===== config.mk =====
export PLATFORM = sky130hd
export DESIGN_NAME = tga_rle_pixel_decoder
export DESIGN_NICKNAME = d
export VERILOG_FILES = /design/src/design/tgarle_pkg.sv /design/src/design/tgarle_front.sv /design/src/design/tgarle_queue.sv /design/src/design/tgarle_back.sv /design/src/design/tga_rle_pixel_decoder.sv
export SDC_FILE = /design/constraint.sdc
export NUM_CORES = 1
export LEC_CHECK = 0
export BUFFER_PORTS_ARGS = -buffer_cell sky130_fd_sc_hd__buf_2
export CAP_MARGIN = 20
export CORE_UTILIZATION = 55
export CTS_CLUSTER_DIAMETER = 80
export DETAILED_ROUTE_END_ITERATION = 8
export GPL_TIMING_DRIVEN = 0
export PLACE_DENSITY = 0.77
export SLEW_MARGIN = 25
export SYNTH_ARGS = -nofsm -noshare
export SYNTH_HDL_FRONTEND = slang
export SYNTH_SLANG_ARGS = --single-unit

===== constraint.sdc =====
create_clock -name clk -period 11 [get_ports clk]
set_input_delay 2.2 -clock clk [delete_from_list [all_inputs] [get_ports clk]]
set_output_delay 2.2 -clock clk [all_outputs]
set_load 0.005 [all_outputs]

===== src/design/tgarle_pkg.sv =====
// ============================================================================
// tgarle_pkg: shared types and constants for the TGA RLE pixel decoder
// Item, result and command structs, config register indexes, pixel formats.
// ============================================================================
package tgarle_pkg;

  localparam int PIX_W      = 23;       // pixel counter / total width
  localparam int IDX_W      = 22;       // start index field width
  localparam int MAX_PIXELS = 4194304;  // total is clamped to this
  localparam int CFG_IDX_W  = 2;
  localparam int CFG_DATA_W = 23;
  localparam int QDEPTH     = 2;        // front-to-back queue depth
  localparam int QPTR_W     = $clog2(QDEPTH);

  typedef enum logic [CFG_IDX_W-1:0] {
    REG_RLE_MODE = 2'd0,
    REG_BPP      = 2'd1,
    REG_TOTAL    = 2'd2
  } cfg_reg_t;

  typedef enum logic [2:0] {
    FMT_16 = 3'b001,
    FMT_24 = 3'b010,
    FMT_32 = 3'b100
  } pix_fmt_t;

  typedef struct packed {
    logic             rle_mode;
    logic [2:0]       bytes_per_pixel;
    logic [PIX_W-1:0] total_pixels;
  } cfg_t;

  typedef struct packed {
    logic [7:0] data_byte;
    logic       frame_start;
  } src_item_t;

  typedef struct packed {
    logic [7:0]       red;
    logic [7:0]       green;
    logic [7:0]       blue;
    logic [7:0]       alpha;
    logic [7:0]       run_length;
    logic [IDX_W-1:0] start_index;
    logic             image_done;
  } pix_item_t;

  // Pixel command: raw source bytes plus placement, colour not yet converted
  typedef struct packed {
    pix_fmt_t         fmt;
    logic [7:0]       b0;
    logic [7:0]       b1;
    logic [7:0]       b2;
    logic [7:0]       last;
    logic [7:0]       run_length;
    logic [IDX_W-1:0] start_index;
    logic             image_done;
  } cmd_t;

endpackage


===== src/design/tgarle_front.sv =====
// ============================================================================
// tgarle_front: byte parser
// Assembles source pixels, decodes packet headers, tracks the pixel index,
// clips runs and issues one pixel command per completed pixel.
// ============================================================================
module tgarle_front import tgarle_pkg::*; (
  input  logic      clk,
  input  logic      rst,
  input  cfg_t      cfg,
  input  logic      accept,
  input  src_item_t item,
  output logic      cmd_valid,
  output cmd_t      cmd
);

  logic [1:0]       byte_pos, byte_pos_next;
  logic [7:0]       pixel_bytes [3];
  logic             expect_header, expect_header_next;
  logic             run_packet, run_packet_next;
  logic [6:0]       literal_left, literal_left_next;
  logic [6:0]       repeat_count, repeat_count_next;
  logic [PIX_W-1:0] pixel_index, pixel_index_next;
  logic             finished, finished_next;

  // working copies after an optional frame clear
  logic [1:0]       bp_w;
  logic             eh_w, rp_w, fin_w;
  logic [6:0]       ll_w, rc_w;
  logic [PIX_W-1:0] pi_w;

  logic [2:0]       bpp_eff;
  pix_fmt_t         fmt;
  logic [PIX_W-1:0] total_eff;
  logic [PIX_W-1:0] left;
  logic [7:0]       len_raw, len;
  logic [PIX_W-1:0] pi_sum;
  logic             pb_we;

  always_comb begin
    if (cfg.bytes_per_pixel <= 3'd2) begin
      bpp_eff = 3'd2;
      fmt     = FMT_16;
    end else if (cfg.bytes_per_pixel >= 3'd4) begin
      bpp_eff = 3'd4;
      fmt     = FMT_32;
    end else begin
      bpp_eff = 3'd3;
      fmt     = FMT_24;
    end
  end

  assign total_eff = (cfg.total_pixels > PIX_W'(MAX_PIXELS)) ? PIX_W'(MAX_PIXELS)
                                                             : cfg.total_pixels;

  assign bp_w  = item.frame_start ? 2'd0 : byte_pos;
  assign eh_w  = item.frame_start ? 1'b1 : expect_header;
  assign rp_w  = item.frame_start ? 1'b0 : run_packet;
  assign ll_w  = item.frame_start ? 7'd0 : literal_left;
  assign rc_w  = item.frame_start ? 7'd0 : repeat_count;
  assign pi_w  = item.frame_start ? '0 : pixel_index;
  assign fin_w = item.frame_start ? 1'b0 : finished;

  // run length before and after clipping to the pixels left
  assign len_raw = (cfg.rle_mode && rp_w) ? ({1'b0, rc_w} + 8'd1) : 8'd1;
  assign left    = total_eff - pi_w;
  assign len     = (PIX_W'(len_raw) > left) ? left[7:0] : len_raw;
  assign pi_sum  = pi_w + PIX_W'(len);

  always_comb begin
    byte_pos_next      = byte_pos;
    expect_header_next = expect_header;
    run_packet_next    = run_packet;
    literal_left_next  = literal_left;
    repeat_count_next  = repeat_count;
    pixel_index_next   = pixel_index;
    finished_next      = finished;
    pb_we              = 1'b0;
    cmd_valid          = 1'b0;
    cmd.fmt            = fmt;
    cmd.b0             = pixel_bytes[0];
    cmd.b1             = pixel_bytes[1];
    cmd.b2             = pixel_bytes[2];
    cmd.last           = item.data_byte;
    cmd.run_length     = len;
    cmd.start_index    = pi_w[IDX_W-1:0];
    cmd.image_done     = (pi_sum >= total_eff);
    if (accept) begin
      byte_pos_next      = bp_w;
      expect_header_next = eh_w;
      run_packet_next    = rp_w;
      literal_left_next  = ll_w;
      repeat_count_next  = rc_w;
      pixel_index_next   = pi_w;
      finished_next      = fin_w;
      if (fin_w || (pi_w >= total_eff)) begin
        finished_next = 1'b1;
      end else if (cfg.rle_mode && eh_w && (bp_w == 2'd0)) begin
        // packet header: kind and count, no pixel
        run_packet_next    = item.data_byte[7];
        repeat_count_next  = item.data_byte[6:0];
        literal_left_next  = item.data_byte[6:0];
        expect_header_next = 1'b0;
      end else if ({1'b0, bp_w} < (bpp_eff - 3'd1)) begin
        pb_we         = 1'b1;
        byte_pos_next = bp_w + 2'd1;
      end else begin
        byte_pos_next = 2'd0;
        cmd_valid     = 1'b1;
        if (cfg.rle_mode) begin
          if (rp_w || (ll_w == 7'd0)) begin
            expect_header_next = 1'b1;
          end else begin
            literal_left_next = ll_w - 7'd1;
          end
        end
        pixel_index_next = pi_sum;
        finished_next    = (pi_sum >= total_eff);
      end
    end
  end

  always_ff @(posedge clk) begin
    if (rst) begin
      byte_pos      <= 2'd0;
      expect_header <= 1'b1;
      run_packet    <= 1'b0;
      literal_left  <= 7'd0;
      repeat_count  <= 7'd0;
      pixel_index   <= '0;
      finished      <= 1'b0;
    end else begin
      byte_pos      <= byte_pos_next;
      expect_header <= expect_header_next;
      run_packet    <= run_packet_next;
      literal_left  <= literal_left_next;
      repeat_count  <= repeat_count_next;
      pixel_index   <= pixel_index_next;
      finished      <= finished_next;
    end
  end

  always_ff @(posedge clk) begin
    if (pb_we) begin
      pixel_bytes[bp_w] <= item.data_byte;
    end
  end

endmodule


===== src/design/tgarle_queue.sv =====
// ============================================================================
// tgarle_queue: command queue
// Short FIFO of pixel commands between the parser and the colour stage.
// ============================================================================
module tgarle_queue import tgarle_pkg::*; (
  input  logic clk,
  input  logic rst,
  input  logic wr_en,
  input  cmd_t wr_cmd,
  output logic full,
  input  logic rd_en,
  output logic rd_valid,
  output cmd_t rd_cmd
);

  cmd_t              mem [QDEPTH];
  logic [QPTR_W-1:0] wr_ptr, rd_ptr;
  logic [QPTR_W:0]   count, count_next;

  assign full     = (count == (QPTR_W+1)'(QDEPTH));
  assign rd_valid = (count != '0);
  assign rd_cmd   = mem[rd_ptr];

  always_comb begin
    count_next = count;
    if (wr_en && !rd_en) begin
      count_next = count + 1'b1;
    end else if (rd_en && !wr_en) begin
      count_next = count - 1'b1;
    end
  end

  always_ff @(posedge clk) begin
    if (rst) begin
      wr_ptr <= '0;
      rd_ptr <= '0;
      count  <= '0;
    end else begin
      if (wr_en) begin
        wr_ptr <= (wr_ptr == QPTR_W'(QDEPTH - 1)) ? '0 : wr_ptr + 1'b1;
      end
      if (rd_en) begin
        rd_ptr <= (rd_ptr == QPTR_W'(QDEPTH - 1)) ? '0 : rd_ptr + 1'b1;
      end
      count <= count_next;
    end
  end

  always_ff @(posedge clk) begin
    if (wr_en) begin
      mem[wr_ptr] <= wr_cmd;
    end
  end

endmodule


===== src/design/tgarle_back.sv =====
// ============================================================================
// tgarle_back: colour stage
// Converts queued pixel commands to 8-bit RGBA and holds the result register.
// ============================================================================
module tgarle_back import tgarle_pkg::*; (
  input  logic      clk,
  input  logic      rst,
  input  logic      cmd_valid,
  input  cmd_t      cmd,
  output logic      take,
  input  logic      pop,
  output logic      empty,
  output pix_item_t pixel
);

  localparam logic [7:0] R5_MASK    = 8'h7c;
  localparam logic [7:0] G_HI_MASK  = 8'h03;
  localparam logic [7:0] G_LO_MASK  = 8'he0;
  localparam logic [7:0] B5_MASK    = 8'h1f;
  localparam logic [7:0] ALPHA_BIT  = 8'h80;
  localparam logic [7:0] OPAQUE     = 8'hff;

  logic      out_valid;
  logic      pop_ok;
  pix_item_t conv;

  assign empty  = !out_valid;
  assign pop_ok = pop && out_valid;
  assign take   = cmd_valid && (!out_valid || pop_ok);

  always_comb begin
    conv.run_length  = cmd.run_length;
    conv.start_index = cmd.start_index;
    conv.image_done  = cmd.image_done;
    unique case (cmd.fmt)
      FMT_32: begin
        conv.red   = cmd.b2;
        conv.green = cmd.b1;
        conv.blue  = cmd.b0;
        conv.alpha = cmd.last;
      end
      FMT_24: begin
        conv.red   = cmd.last;
        conv.green = cmd.b1;
        conv.blue  = cmd.b0;
        conv.alpha = OPAQUE;
      end
      FMT_16: begin
        // X1R5G5B5, low byte first
        conv.red   = (cmd.last & R5_MASK) << 1;
        conv.green = ((cmd.last & G_HI_MASK) << 6) | ((cmd.b0 & G_LO_MASK) >> 2);
        conv.blue  = (cmd.b0 & B5_MASK) << 3;
        conv.alpha = cmd.last & ALPHA_BIT;
      end
      default: begin
        conv.red   = 8'd0;
        conv.green = 8'd0;
        conv.blue  = 8'd0;
        conv.alpha = 8'd0;
      end
    endcase
  end

  always_ff @(posedge clk) begin
    if (rst) begin
      out_valid <= 1'b0;
    end else if (take) begin
      out_valid <= 1'b1;
    end else if (pop_ok) begin
      out_valid <= 1'b0;
    end
  end

  always_ff @(posedge clk) begin
    if (take) begin
      pixel <= conv;
    end
  end

endmodule


===== src/design/tga_rle_pixel_decoder.sv =====
// ============================================================================
// tga_rle_pixel_decoder: TGA truecolour pixel decoder (raw and RLE)
// Takes image data bytes after the header and produces RGBA runs.
// ============================================================================
//
//  channel   handshake                payload              direction
//  --------  -----------------------  -------------------  ---------
//  source    push / full              src_item_t (byte)    in
//  result    empty / pop              pix_item_t (run)     out
//  config    cfg_valid / cfg_ready    cfg_index, cfg_data  in
//
// One byte a cycle while full is low; the parser settles all state for a byte
// at its accepting edge, so bytes may follow back to back. A pixel's command
// passes from the parser through the 2-entry queue into the result reg.
// full rises only once the queue holds two commands, i.e. after pop has
// stalled. Synchronous reset clears counters, queue and result valid; config
// returns to raw mode, 4 bytes per pixel, 1 pixel. cfg_ready is always high.
//
module tga_rle_pixel_decoder import tgarle_pkg::*; (
  input  logic                  clk,
  input  logic                  rst,
  // byte requests
  input  logic                  push,
  output logic                  full,
  input  src_item_t             source,
  // result requests
  output logic                  empty,
  input  logic                  pop,
  output pix_item_t             pixel,
  // configuration writes
  input  logic                  cfg_valid,
  output logic                  cfg_ready,
  input  logic [CFG_IDX_W-1:0]  cfg_index,
  input  logic [CFG_DATA_W-1:0] cfg_data
);

  cfg_t cfg;
  logic accept;
  logic cmd_valid;
  cmd_t cmd;
  logic q_valid;
  cmd_t q_cmd;
  logic q_take;

  assign cfg_ready = 1'b1;
  assign accept    = push && !full;

  // config registers; unknown indexes are dropped
  always_ff @(posedge clk) begin
    if (rst) begin
      cfg.rle_mode        <= 1'b0;
      cfg.bytes_per_pixel <= 3'd4;
      cfg.total_pixels    <= PIX_W'(1);
    end else if (cfg_valid && cfg_ready) begin
      unique case (cfg_reg_t'(cfg_index))
        REG_RLE_MODE: cfg.rle_mode        <= cfg_data[0];
        REG_BPP:      cfg.bytes_per_pixel <= cfg_data[2:0];
        REG_TOTAL:    cfg.total_pixels    <= cfg_data[PIX_W-1:0];
        default: ;
      endcase
    end
  end

  // parser: header decode, byte assembly, index and clipping
  tgarle_front u_front (
    .clk       (clk),
    .rst       (rst),
    .cfg       (cfg),
    .accept    (accept),
    .item      (source),
    .cmd_valid (cmd_valid),
    .cmd       (cmd)
  );

  // decouples parser from the colour stage
  tgarle_queue u_queue (
    .clk      (clk),
    .rst      (rst),
    .wr_en    (cmd_valid),
    .wr_cmd   (cmd),
    .full     (full),
    .rd_en    (q_take),
    .rd_valid (q_valid),
    .rd_cmd   (q_cmd)
  );

  // colour conversion and result register
  tgarle_back u_back (
    .clk       (clk),
    .rst       (rst),
    .cmd_valid (q_valid),
    .cmd       (q_cmd),
    .take      (q_take),
    .pop       (pop),
    .empty     (empty),
    .pixel     (pixel)
  );

  // a pixel command is only ever issued for an accepted byte
  a_cmd_from_accept: assert property (@(posedge clk) disable iff (rst)
    cmd_valid |-> (push && !full))
    else $error("pixel command without an accepted byte");

  // a shown result always covers one to 128 pixels
  a_run_range: assert property (@(posedge clk) disable iff (rst)
    !empty |-> ((pixel.run_length != 8'd0) && (pixel.run_length <= 8'd128)))
    else $error("result run length out of range");

  // nothing is shown straight after reset
  a_empty_after_rst: assert property (@(posedge clk)
    rst |=> empty)
    else $error("result shown after reset");

endmodule


==> summary.md, run 1 <==
| Metric | Value |
|---|---|
| Post-CTS Hold Buffers | `0` |
| F_max | `a little under 100 MHz` |
| Setup Viol. Count Final | `0` |
| Async S/R FF share, synth | `0` |
| Clock Sinks | `294` |
| Met3 routed WL | `2040 um` |
| Internal power | `roughly 0.0023 W` |
| Initial Util | `0.562` |
| Worst-path clk slew | `approximately 0.070 ns` |
| Reg power frac | `0.443` |
| # rows | `59` |
| Reg2Reg Setup Slack | `0.98 ns` |
| H-tree depth | `1` |
| Synth top area cells | `edfxtp_1, dfxtp_1, ha_1, mux2i_1, nand2_1` |
| Fin. max-slew vios | `0` |
| Synth Register Bits | `294` |
| Synth-to-Final Area Change | `15.6%` |
| Fin nets | `1,551` |
| MaxCap Viol Count | `0` |
| CTS tree | `built` |
| Logic pwr share | `0.205` |
| Worst Path Arrival | `between 10 and 15 ns` |
| Crit Path Max Fanout | `46` |
| Layout Skew | `0.0186 ns` |
| WP data required | `approximately 11 ns` |
| Tmin final | `just over 10 ns` |
| Syn_nets | `1,411` |
| Leakage power | `6.69 nW` |
| Hold Crit Start | `u_front.pixel_bytes[1][2]` |
| Grt total ovfl | `0` |
| Routed length on met2 | `18,100 um` |
| Top_reg_cell synth | `edfxtp_1` |
| DR iter-0 viols | `~910` |
| Hold Path Depth | `0` |
| Fraction of layout instances using a drive strength above 1 | `0.169` |
| DR top layer | `met4` |
| CP max stage delay | `a little over 0.4 ns` |
| Peak supply drop | `around 210 uV` |
| Yosys warning total | `0` |
| Hold Crit Class | `flop to flop` |
| Fillers | `1,997` |
| Syn avg cell area | `11.2 um2` |
| Reg2Reg Depth | `43` |
| Cell family with most CP delay | `compound AO/OA/AOI/OAI gates` |
| Final period util | `0.938` |
| Crit Reg-Reg Startpoint | `cfg[14]` |
| Via density | `5.98` |
| Net switching fraction of the power | `0.278` |
| Critical path destination | `u_front.finished` |
| CP Launch Point | `source[0]` |
| Final Power | `0.00317 W` |
| Post-Syn Area | `between 0.01 and 0.015 mm2` |
| Slew margin rel. | `0.357` |
| Max clock buf depth | `3` |
| Num CTS Buffers | `31` |
| Final worst slack | `0.682 ns` |
| Ant. Diodes | `0` |
| Initial antenna violation count | `0` |
| Num ports | `105` |
| Worst setup EP type | `flop` |
| Total GRT Usage | `0.273` |
| RePlAce Congestion | `0.917` |
| Crit-path most repeated cell | `ha_1` |
| TritonRoute pass-1 iters | `5` |
| Status | `completed` |
| CP startpoint kind | `input port` |
| Power Density | `about 190 mW/mm2` |
| Die extent in x | `165 um` |
| Worst setup path class | `input port to flop` |
| DR vias | `10,800` |
| Wirelength per Cell | `20.3 um` |
| Synth unique cells | `88` |
| Total wire length | `36,600 um` |
| Post-Route M1 WL | `~15,000 um` |
| Routed Antenna Nets | `0` |
| IO Port Bufs | `103` |
| Post-synth top cells | `edfxtp_1, nand2_1, a21oi_1` |
| CORE AREA | `around 0.026 mm2` |
| Hold Vio Cnt, Final | `0` |
| Pre-CTS setup slack | `-2.42 ns` |
| Synth area leader | `edfxtp_1` |
| Number of global-route vias before repair | `roughly 11,000` |
| Final HPWL DP | `26,900 um` |
| DIE AREA | `about 0.027 mm2` |
| Power share of the clock group | `0.352` |
| Yosys top cell area share | `0.449` |
| Worst R2R End | `u_front.finished` |
| Remaining DRCs | `0` |
| Worst-Margin Slew | `0.965 ns` |
| CP max-delay cell | `fa_1` |
| First-pass GRT wire length | `56,500 um` |
| CTS root buf | `clkbuf_16` |
| Die Height | `165 um` |
| Critical Path Stages | `43` |
| Largest net degree at the start of global routing | `58` |
| Post-synthesis sequential area ratio | `0.552` |
| Most frequent cell after synthesis | `edfxtp_1` |
| Unrepaired setup endpoints after global routing | `false` |
| Post-synth EDFFs | `219` |
| Switch Pwr | `0.000883 W` |
| Post-Syn Instances | `around 1,300` |
| Buf/Inv on CP | `5` |
| Latest clock arrival within the worst-skew pair | `0.58 ns` |
[area by class of cell]
type,count,area (um2),area share
multi-input combinational,883,6140,0.363
timing repair buffer,111,668,0.0395
buffer,51,228,0.0135
sequential,294,8080,0.477
clock inverter,18,249,0.0147
inverter,73,277,0.0163
clock buffer,40,860,0.0508
tap,335,419,0.0248
[per-stage QoR]
step / utilization / hold slack, ns / cells / cell area [um2] / TNS [ns]
finish: 0.649 / 0.443 / 1805 / 16900 / 0
CTS: 0.646 / 0.444 / 1804 / 16800 / 0
floorplan: - / 0.421 / 1305 / 14600 / 0
detailed placement: 0.603 / 0.430 / 1748 / 15700 / -10.13
global route: 0.649 / 0.450 / 1805 / 16900 / 0
global placement: 0.597 / 0.422 / 1743 / 15600 / -64.31
[worst register-to-register path: cells and delay by family (launching register included)]
family | cells | cell delay [ns]
compound gates | 17 | 3.43
simple gates | 13 | 3.19
fa+ha+maj | 5 | 1.28
buf+inv | 5 | 1.07
xor+xnor | 2 | 0.35
flops | 1 | 0.32
mux | 1 | 0.28
[cells by family (layout without fill, tap and decap cells)]
logic type                 count (synthesis)  count (layout)  share of synthesized area
DFF                                      294             294                      0.552
adders and majority gates                 71              71                     0.0612
AOI/OAI and AO/OA                        286             286                      0.126
and+or+nand+nor                          395             395                      0.137
buffers and inverters                    128             293                     0.0351
muxes                                     82              82                     0.0591
xor gates and xnor gates                  48              48                     0.0292
other                                      1               1                   0.000256
[routing by layer]
metal  vias to the layer above  global-route usage
met3                        78              0.0392
li1                       5095                   -
met4                         0               0.103
met2                       374               0.476
met5                         -                   0
met1                      5240               0.343
[power by group through the flow]
| stage | sequential (W) | clock (W) | combinational, W |
|---|---|---|---|
| global placement | 0.00144 | 0 | 0.000637 |
| floorplan | 0.00145 | 0 | 0.000397 |
| finish | 0.00141 | 0.00112 | 0.000651 |
| CTS | 0.00141 | 0.00113 | 0.000651 |
| detailed placement | 0.00143 | 0 | 0.000644 |
| global route | 0.00143 | 0.00117 | 0.000718 |
[state kept, by name, summed over array words and instances, names as in the netlist, named ones only]
register	flops
u_front.run_packet	1
u_queue.count	2
u_queue.rd_ptr	1
u_back.out_valid	1
u_front.byte_pos	2
u_queue.mem	132
u_front.literal_left	7
cfg	27
u_front.repeat_count	7
u_back.pixel	63
u_front.expect_header	1
u_front.finished	1
u_front.pixel_index	23
u_front.pixel_bytes	24
u_queue.wr_ptr	1
[timing repair]
| item | 4_1_cts | 5_1_grt |
|---|---|---|
| setup buffers | 1 | 2 |
| pin swaps | 1 | 3 |
| endpoints found under the setup margin | 3 | 3 |
| resized for setup | 5 | 17 |
[how the worst min path moves through the flow]
stage	endpoint	slack, ns
6_report	u_queue.mem[1][49]	0.44
5_1_grt	u_queue.mem[0][55]	0.45
4_1_cts	u_queue.mem[1][49]	0.44
3_5_place_dp	u_queue.mem[1][41]	0.43
3_3_place_gp	u_queue.mem[1][47]	0.42
2_1_floorplan	u_queue.mem[0][39]	0.42
[placed cells by master, fill, tap and decap left out, types with 9 or more instances in the layout]
cell type  synthesis  final
mux2_2            31     31
a21o_1            21     21
mux2i_1           50     49
nand3_1           34     34
nor2b_1           25     24
buf_2              5    108
xor2_1            16     14
inv_1             71     70
xnor2_1           31     30
buf_1             10      9
clkbuf_16          0     31
and2_1            14     13
clkbuf_1          36     37
o22ai_1           26     26
nand2_1          128    128
a31oi_1           13     13
and3_1            11     11
o211ai_1          12     12
nor3_1            18     18
edfxtp_1         219    219
o21ai_0           62     62
nand4_1           14     14
nand2b_1          27     27
a21oi_1           86     84
or3_1             10     10
dfxtp_1           75     75
ha_1              65     65
nor2_1            64     61
No activity file was read; power rests on OpenSTA's default activity.
==> run 2, diff against run 1 <==
Settings changed: ABC_AREA set to 1, BUFFER_PORTS_ARGS -buffer_cell sky130_fd_sc_hd__buf_2 to -buffer_cell sky130_fd_sc_hd__buf_4, SKIP_LAST_GASP set to 1.
==> run 2 against run 1 <==
  * Clock-buffer cell count rose by 1
  * Die area rose by 3.7%
  * Cell area grew 4.0%
  * Routed wire length rose by 11%
  * Power increased by 14%
  * Maximum frequency increased by 0.71%
  * Critical path depth decreased by 4
  * Highest routed layer unchanged
==> summary.md, run 2 <==
| Metric | Value |
|---|---|
| Reg2Reg Setup Slack | `2.05 ns (was 0.98 ns)` |
| Yosys top cell area share | `0.433 (was 0.449)` |
| Peak supply drop | `114 uV (was 214 uV)` |
| Net switching fraction of the power | `0.338 (was 0.278)` |
| CP max stage delay | `0.48 ns (was 0.41 ns)` |
| Worst R2R End | `u_queue.mem[0][0] (was u_front.finished)` |
| Worst-Margin Slew | `1.15 ns (was 0.965 ns)` |
| Synth-to-Final Area Change | `15.9% (was 15.6%)` |
| Final Power | `0.00361 W (was 0.00317 W)` |
| Most frequent cells in the layout | `nand2_1, edfxtp_1, inv_1, nor2_1, buf_4 (was edfxtp_1, nand2_1, buf_2, a21oi_1, dfxtp_1)` |
| WP data required | `11.22 ns (was 11.48 ns)` |
| Num CTS Buffers | `30 (was 31)` |
| Fin. max-slew vios | `0 (unchanged)` |
| RePlAce Congestion | `0.959 (was 0.917)` |
| Synth area leader | `edfxtp_1 (unchanged)` |
| GR Layer Usage met1 | `0.394 (was 0.343)` |
| Reg2Reg Depth | `42 (was 43)` |
| Worst setup path class | `input port to flop (unchanged)` |
| Synth top area cells | `edfxtp_1, nand2_1, dfxtp_1, ha_1, inv_1 (was edfxtp_1, dfxtp_1, ha_1, mux2i_1, nand2_1)` |
| Post-Syn Instances | `1,735 (was 1,305)` |
| Met3 usage | `0.0315 (was 0.0392)` |
| Worst-path clk slew | `0.06 ns (was 0.07 ns)` |
| DIE AREA | `0.0283 mm2 (was 0.0273 mm2)` |
| CP startpoint kind | `input port (unchanged)` |
| Reg power frac | `0.405 (was 0.443)` |
| Critical path destination | `u_queue.mem[0][0] (was u_front.finished)` |
| Number of global-route vias before repair | `12,000 (was 10,600)` |
| GRT met2 Usage | `0.490 (was 0.476)` |
| Power Density | `205 mW/mm2 (was 187 mW/mm2)` |
| Post-CTS Hold Buffers | `0 (unchanged)` |
| Initial Util | `0.562 (about the same)` |
| Num ports | `105 (unchanged)` |
| CTS root buf | `clkbuf_16 (unchanged)` |
| Non-filler cells, final | `2,240 (was 1,805)` |
| Status | `completed (unchanged)` |
| Final period util | `0.931 (was 0.938)` |
| Gates resized, CTS repair | `0 (was 5)` |
| Top_reg_cell synth | `edfxtp_1 (unchanged)` |
| MaxCap Viol Count | `0 (unchanged)` |
| Max reg flops | `132 (unchanged)` |
| CP max-delay cell | `a2111oi_0 (was fa_1)` |
| Clock Sinks | `294 (unchanged)` |
| Biggest regs | `u_queue.mem (132), u_back.pixel (63), cfg (27) (unchanged)` |
| Total wire length | `40,500 um (was 36,600 um)` |
| DR vias | `12,600 (was 10,800)` |
| Latest clock arrival within the worst-skew pair | `0.59 ns (was 0.58 ns)` |
| Hold Vio Cnt, Final | `0 (unchanged)` |
| Pre-CTS setup slack | `-0.0205 ns (was -2.42 ns)` |
| Power share of the clock group | `0.273 (was 0.352)` |
| Max clock buf depth | `3 (unchanged)` |
| IO Port Bufs | `102 (was 103)` |
| Fin area | `0.0176 mm2 (was 0.0169 mm2)` |
| Total GRT Usage | `0.289 (was 0.273)` |
| Unrepaired setup endpoints after global routing | `false (unchanged)` |
| # rows | `60 (was 59)` |
| Biggest register | `u_queue.mem (unchanged)` |
| Crit-path most repeated cell | `nand2_1 (was ha_1)` |
| Fillers | `2,163 (was 1,997)` |
| DR iter-0 viols | `1,460 (was 911)` |
| Yosys warning total | `0 (unchanged)` |
| Die Height | `168 um (was 165 um)` |
| Setup Viol. Count Final | `0 (unchanged)` |
| Post-CTS setup buffers | `0 (was 1)` |
| Via density | `5.65 (was 5.98)` |
| Tmin final | `10.24 ns (was 10.32 ns)` |
| Buf/Inv on CP | `5 (unchanged)` |
| Final HPWL DP | `29,900 um (was 26,900 um)` |
| Die extent in x | `168 um (was 165 um)` |
| First-pass GRT wire length | `63,700 um (was 56,500 um)` |
| Worst Path Arrival | `10.47 ns (was 10.80 ns)` |
| Slew margin rel. | `0.231 (was 0.357)` |
| TritonRoute pass-1 iters | `8 (was 5)` |
| Placed cell areas | `0.0166 mm2 (was 0.0157 mm2)` |
| Post-Syn Area | `0.0152 mm2 (was 0.0146 mm2)` |
| Fin nets | `1,983 (was 1,551)` |
| Crit Reg-Reg Startpoint | `cfg[8] (was cfg[14])` |
| Post-synthesis sequential area ratio | `0.532 (was 0.552)` |
| Layout Skew | `0.0441 ns (was 0.0186 ns)` |
| Fraction of layout instances using a drive strength above 1 | `0.114 (was 0.169)` |
| H-tree depth | `1 (unchanged)` |
| Hold Crit Class | `flop to flop (unchanged)` |
| Internal power | `0.00239 W (was 0.00229 W)` |
| Grt total ovfl | `0 (unchanged)` |
| CORE AREA | `0.0270 mm2 (was 0.0261 mm2)` |
| Cell family with most CP delay | `simple AND/OR/NAND/NOR gates (was compound AO/OA/AOI/OAI gates)` |
| Syn avg cell area | `8.75 um2 (was 11.2 um2)` |
| Most frequent cell after synthesis | `nand2_1 (was edfxtp_1)` |
| Ant. Diodes | `0 (unchanged)` |
| Remaining DRCs | `0 (unchanged)` |
| F_max | `97.6 MHz (was 96.9 MHz)` |
| GRT Max-Usage Layer | `met2 (unchanged)` |
| Async S/R FF share, synth | `0 (unchanged)` |
| Routed Antenna Nets | `0 (unchanged)` |
| Logic pwr share | `0.322 (was 0.205)` |
| Syn_nets | `1,841 (was 1,411)` |
| Largest net degree at the start of global routing | `26 (was 58)` |
| Post-synth EDFFs | `219 (unchanged)` |
| Final worst slack | `0.755 ns (was 0.682 ns)` |
| Initial antenna violation count | `1 (was 0)` |
| Synth Register Bits | `294 (unchanged)` |
| CTS tree | `built (unchanged)` |
| Worst setup EP type | `flop (unchanged)` |
| Placed Cells | `2,187 (was 1,748)` |
| Post-synth top cells | `nand2_1, edfxtp_1, inv_1 (was edfxtp_1, nand2_1, a21oi_1)` |
| Leakage power | `7.78 nW (was 6.69 nW)` |
| Switch Pwr | `0.00122 W (was 0.000883 W)` |
| Critical Path Stages | `39 (was 43)` |
| CP Launch Point | `source[0] (unchanged)` |
| Synth unique cells | `60 (was 88)` |
| Commonest non-fill, non-tap cell in the layout | `nand2_1 (was edfxtp_1)` |
| Wirelength per Cell | `18.1 um (was 20.3 um)` |
| Crit Path Max Fanout | `19 (was 46)` |
==> run 2: kinds of logic (layout without fill, tap and decap cells) <==
group | count (synthesis) | after routing | share of synthesized area
buffers and inverters | 280 | 444 | 0.0716
AO/OA/AOI/OAI | 252 | 252 | 0.0918
XOR/XNOR | 31 | 31 | 0.0179
flip-flops | 294 | 294 | 0.532
other | 1 | 1 | 0.000247
AND/OR/NAND/NOR | 809 | 809 | 0.230
multiplexers | 1 | 1 | 0.000659
adder cells (fa/ha/maj) | 67 | 67 | 0.0562
==> run 2: per-stage QoR <==
stage	TNS, ns	hold slack, ns	util
global route	0	0.450	0.651
global placement	0	0.422	0.606
finish	0	0.442	0.651
detailed placement	-0.0410	0.429	0.616
floorplan	0	0.421	-
CTS	0	0.442	0.651
==> run 2: final cells by class <==
class,instances,area (um2),area share
Buffer,59,255,0.0145
Clock buffer,41,842,0.0478
Clock inverter,13,121,0.00689
Inverter,220,828,0.0471
Multi-Input combinational cell,1161,6050,0.344
Sequential cell,294,8080,0.459
Tap cell,341,427,0.0242
Timing Repair Buffer,111,998,0.0567
==> run 2: metal layers <==
| layer | wire length [um] | share of wire |
|---|---|---|
| met2 | 19100 | 0.47 |
| met3 | 3350 | 0.083 |
| met1 | 17000 | 0.42 |
| met4 | 1060 | 0.026 |
| met5 | 0 | 0 |
==> run 2: worst min-delay path by stage <==
stage | startpoint | endpoint | slack [ns] | cells past startpoint
2_1_floorplan | u_front.pixel_bytes[2][0] | u_queue.mem[0][39] | 0.42 | 0
3_3_place_gp | u_front.pixel_bytes[2][6] | u_queue.mem[1][45] | 0.42 | 0
3_5_place_dp | u_front.pixel_bytes[0][6] | u_queue.mem[0][61] | 0.43 | 0
4_1_cts | u_front.pixel_bytes[2][4] | u_queue.mem[1][43] | 0.44 | 0
5_1_grt | u_front.pixel_bytes[0][3] | u_queue.mem[1][58] | 0.45 | 0
6_report | u_front.pixel_bytes[2][4] | u_queue.mem[1][43] | 0.44 | 0
==> run 2: power by group through the flow <==
stage,registers [W],logic (W),clock network [W]
detailed placement,0.00149,0.00114,0
global route,0.00148,0.00128,0.00104
CTS,0.00147,0.00116,0.000992
global placement,0.00150,0.00106,0
floorplan,0.00151,0.000642,0
finish,0.00146,0.00116,0.000984
==> run 3, diff against run 2 <==
Settings changed: CORE_MARGIN set to 10, PLACE_DENSITY 0.77 to 0.74, REMOVE_ABC_BUFFERS set to 1.
==> run 3 against run 2 <==
  * Utilization up 0.11 points
  * Via count fell by 4.2%
  * Critical path depth shrank 2
  * Largest power group unchanged
  * Critical path type unchanged
  * Setup slack better by 0.19 ns
  * Clock-buffer cell count is 4 lower
  * Register-to-register slack worse by 0.25 ns
  * Power increased by 2.7%
  * Maximum frequency up 1.9%
  * Worst hold slack worse by 0.00072 ns
==> summary.md, run 3 (synthesis gave the netlist of run 2 again) <==
| Metric | Value |
|---|---|
| Status | `completed (unchanged)` |
| DR vias | `12,100 (was 12,600)` |
| Fin area | `0.0177 mm2 (was 0.0176 mm2)` |
| Worst Path Arrival | `10.28 ns (was 10.47 ns)` |
| Clock Sinks | `294 (unchanged)` |
| Fin. max-slew vios | `0 (unchanged)` |
| Num CTS Buffers | `31 (was 30)` |
| Final worst slack | `0.946 ns (was 0.755 ns)` |
| F_max | `99.5 MHz (was 97.6 MHz)` |
| Synth-to-Final Area Change | `16.4% (was 15.9%)` |
| # rows | `60 (unchanged)` |
| Final period util | `0.914 (was 0.931)` |
| CP max stage delay | `0.59 ns (was 0.48 ns)` |
| Wirelength per Cell | `17.0 um (was 18.1 um)` |
| Crit Path Max Fanout | `32 (was 19)` |
| First-pass GRT wire length | `60,500 um (was 63,700 um)` |
| CTS tree | `built (unchanged)` |
| Die Height | `186 um (was 168 um)` |
| Num ports | `105 (unchanged)` |
| Power Density | `210 mW/mm2 (was 205 mW/mm2)` |
| Remaining DRCs | `0 (unchanged)` |
| Hold Vio Cnt, Final | `0 (unchanged)` |
| Total wire length | `37,800 um (was 40,500 um)` |
| Crit-path most repeated cell | `nand2_1 (unchanged)` |
| Post-CTS Hold Buffers | `0 (unchanged)` |
| Grt total ovfl | `0 (unchanged)` |
| Gates resized, CTS repair | `0 (unchanged)` |
| MaxCap Viol Count | `0 (unchanged)` |
| Max reg flops | `132 (unchanged)` |
| Number of global-route vias before repair | `11,700 (was 12,000)` |
| WP data required | `11.22 ns (about the same)` |
| Fin nets | `1,932 (was 1,983)` |
| CORE AREA | `0.0271 mm2 (was 0.0270 mm2)` |
| Fillers | `2,210 (was 2,163)` |
| Most frequent cells in the layout | `nand2_1, edfxtp_1, inv_1, nor2_1, buf_4 (unchanged)` |
| Peak supply drop | `164 uV (was 114 uV)` |
| Worst-path clk slew | `0.06 ns (about the same)` |
| Placed cell areas | `0.0166 mm2 (about the same)` |
| Biggest regs | `u_queue.mem (132), u_back.pixel (63), cfg (27) (unchanged)` |
| DR iter-0 viols | `851 (was 1,460)` |
| Die extent in x | `186 um (was 168 um)` |
| Leakage power | `7.82 nW (was 7.78 nW)` |
| Latest clock arrival within the worst-skew pair | `0.58 ns (was 0.59 ns)` |
| Final HPWL DP | `27,300 um (was 29,900 um)` |
| Tmin final | `10.05 ns (was 10.24 ns)` |
| Worst setup path class | `input port to flop (unchanged)` |
| Unrepaired setup endpoints after global routing | `false (unchanged)` |
| Via density | `5.45 (was 5.65)` |
| IO Port Bufs | `103 (was 102)` |
| Worst-Margin Slew | `0.970 ns (was 1.15 ns)` |
| Hold Crit Class | `flop to flop (unchanged)` |
| Initial antenna violation count | `0 (was 1)` |
| Slew margin rel. | `0.353 (was 0.231)` |
| Multi-input combinational cell area | `0.00608 mm2 (was 0.00605 mm2)` |
| Post-CTS setup buffers | `0 (unchanged)` |
| Layout Skew | `0.0165 ns (was 0.0441 ns)` |
| H-tree depth | `1 (unchanged)` |
| Total GRT Usage | `0.218 (was 0.289)` |
| Setup Viol. Count Final | `0 (unchanged)` |
| Initial Util | `0.560 (was 0.562)` |
| Commonest non-fill, non-tap cell in the layout | `nand2_1 (unchanged)` |
| Fraction of layout instances using a drive strength above 1 | `0.123 (was 0.114)` |
| Ant. Diodes | `0 (unchanged)` |
| RePlAce Congestion | `0.944 (was 0.959)` |
| Pre-CTS setup slack | `0.623 ns (was -0.0205 ns)` |
| TritonRoute pass-1 iters | `7 (was 8)` |
| CP startpoint kind | `input port (unchanged)` |
| CP max-delay cell | `a2111oi_0 (unchanged)` |
| Max clock buf depth | `3 (unchanged)` |
| CTS root buf | `clkbuf_16 (unchanged)` |
| Routed Antenna Nets | `0 (unchanged)` |
| Worst setup EP type | `flop (unchanged)` |
| DIE AREA | `0.0347 mm2 (was 0.0283 mm2)` |
| Largest net degree at the start of global routing | `56 (was 26)` |
| Biggest register | `u_queue.mem (unchanged)` |
| Seq. cell area | `0.00808 mm2 (about the same)` |
==> run 3: cell count changes in the layout (fill, tap and decap cells not counted), sizes merged <==
cell    before  now
bufinv       1    6
buf        126  118
inv        221  223
clkinv      10   11
clkbuf      85   37
==> run 3: cell type report <==
| class | instances | area share |
|---|---|---|
| clock buffers | 37 | 0.0468 |
| clock inverters | 21 | 0.0159 |
| inverters | 220 | 0.0470 |
| multi-input cells | 1161 | 0.344 |
| flip-flops and latches | 294 | 0.457 |
| well taps | 372 | 0.0263 |
| repair buffers | 118 | 0.0631 |
==> run 3: where the power goes <==
group	internal, W	leakage (nW)	switching [W]
Sequential	0.00141	2.67	0.0000583
Clock	0.000681	0.546	0.000437
Combinational	0.000421	4.60	0.000700
==> run 3: path summary, 6_finish.rpt <==
path                             startpoint                 end  slack [ns]  depth (start not counted)
hold reg to reg   u_front.pixel_bytes[1][4]  u_queue.mem[1][51]        0.44                          0
setup reg to reg                     cfg[4]   u_queue.mem[0][0]        1.80                         43
setup / recovery                  source[0]   u_queue.mem[0][0]        0.95                         37
hold / removal    u_front.pixel_bytes[1][4]  u_queue.mem[1][51]        0.44                          0
==> run 3: routing by layer <==
| layer | vias to the layer above | track usage | wire [um] |
|---|---|---|---|
| met5 | - | 0 | 0 |
| met4 | 0 | 0.0735 | 1170 |
| met3 | 77 | 0.0260 | 2530 |
| met2 | 430 | 0.385 | 18500 |
| met1 | 5631 | 0.270 | 15600 |
| li1 | 5979 | - | - |
==> run 3: stage by stage <==
step	power (W)	setup TNS (ns)	std cells	hold WS, ns	utilization
after floorplan	0.00212	0	1675	0.421	-
after global placement	0.00255	-66.46	2150	0.423	0.597
after detailed placement	0.00261	0	2165	0.431	0.611
after CTS	0.00373	0	2223	0.445	0.652
after global routing	0.00392	0	2223	0.453	0.652
final	0.00371	0	2223	0.441	0.652
==> run 3: worst max-delay path, delay by kind of cell <==
| kind | cells | cell delay (ns) |
|---|---|---|
| AO/OA/AOI/OAI | 5 | 1.50 |
| XOR/XNOR | 2 | 0.47 |
| adder cells (fa/ha/maj) | 6 | 1.67 |
| buffers and inverters | 3 | 0.36 |
| AND/OR/NAND/NOR | 21 | 3.98 |
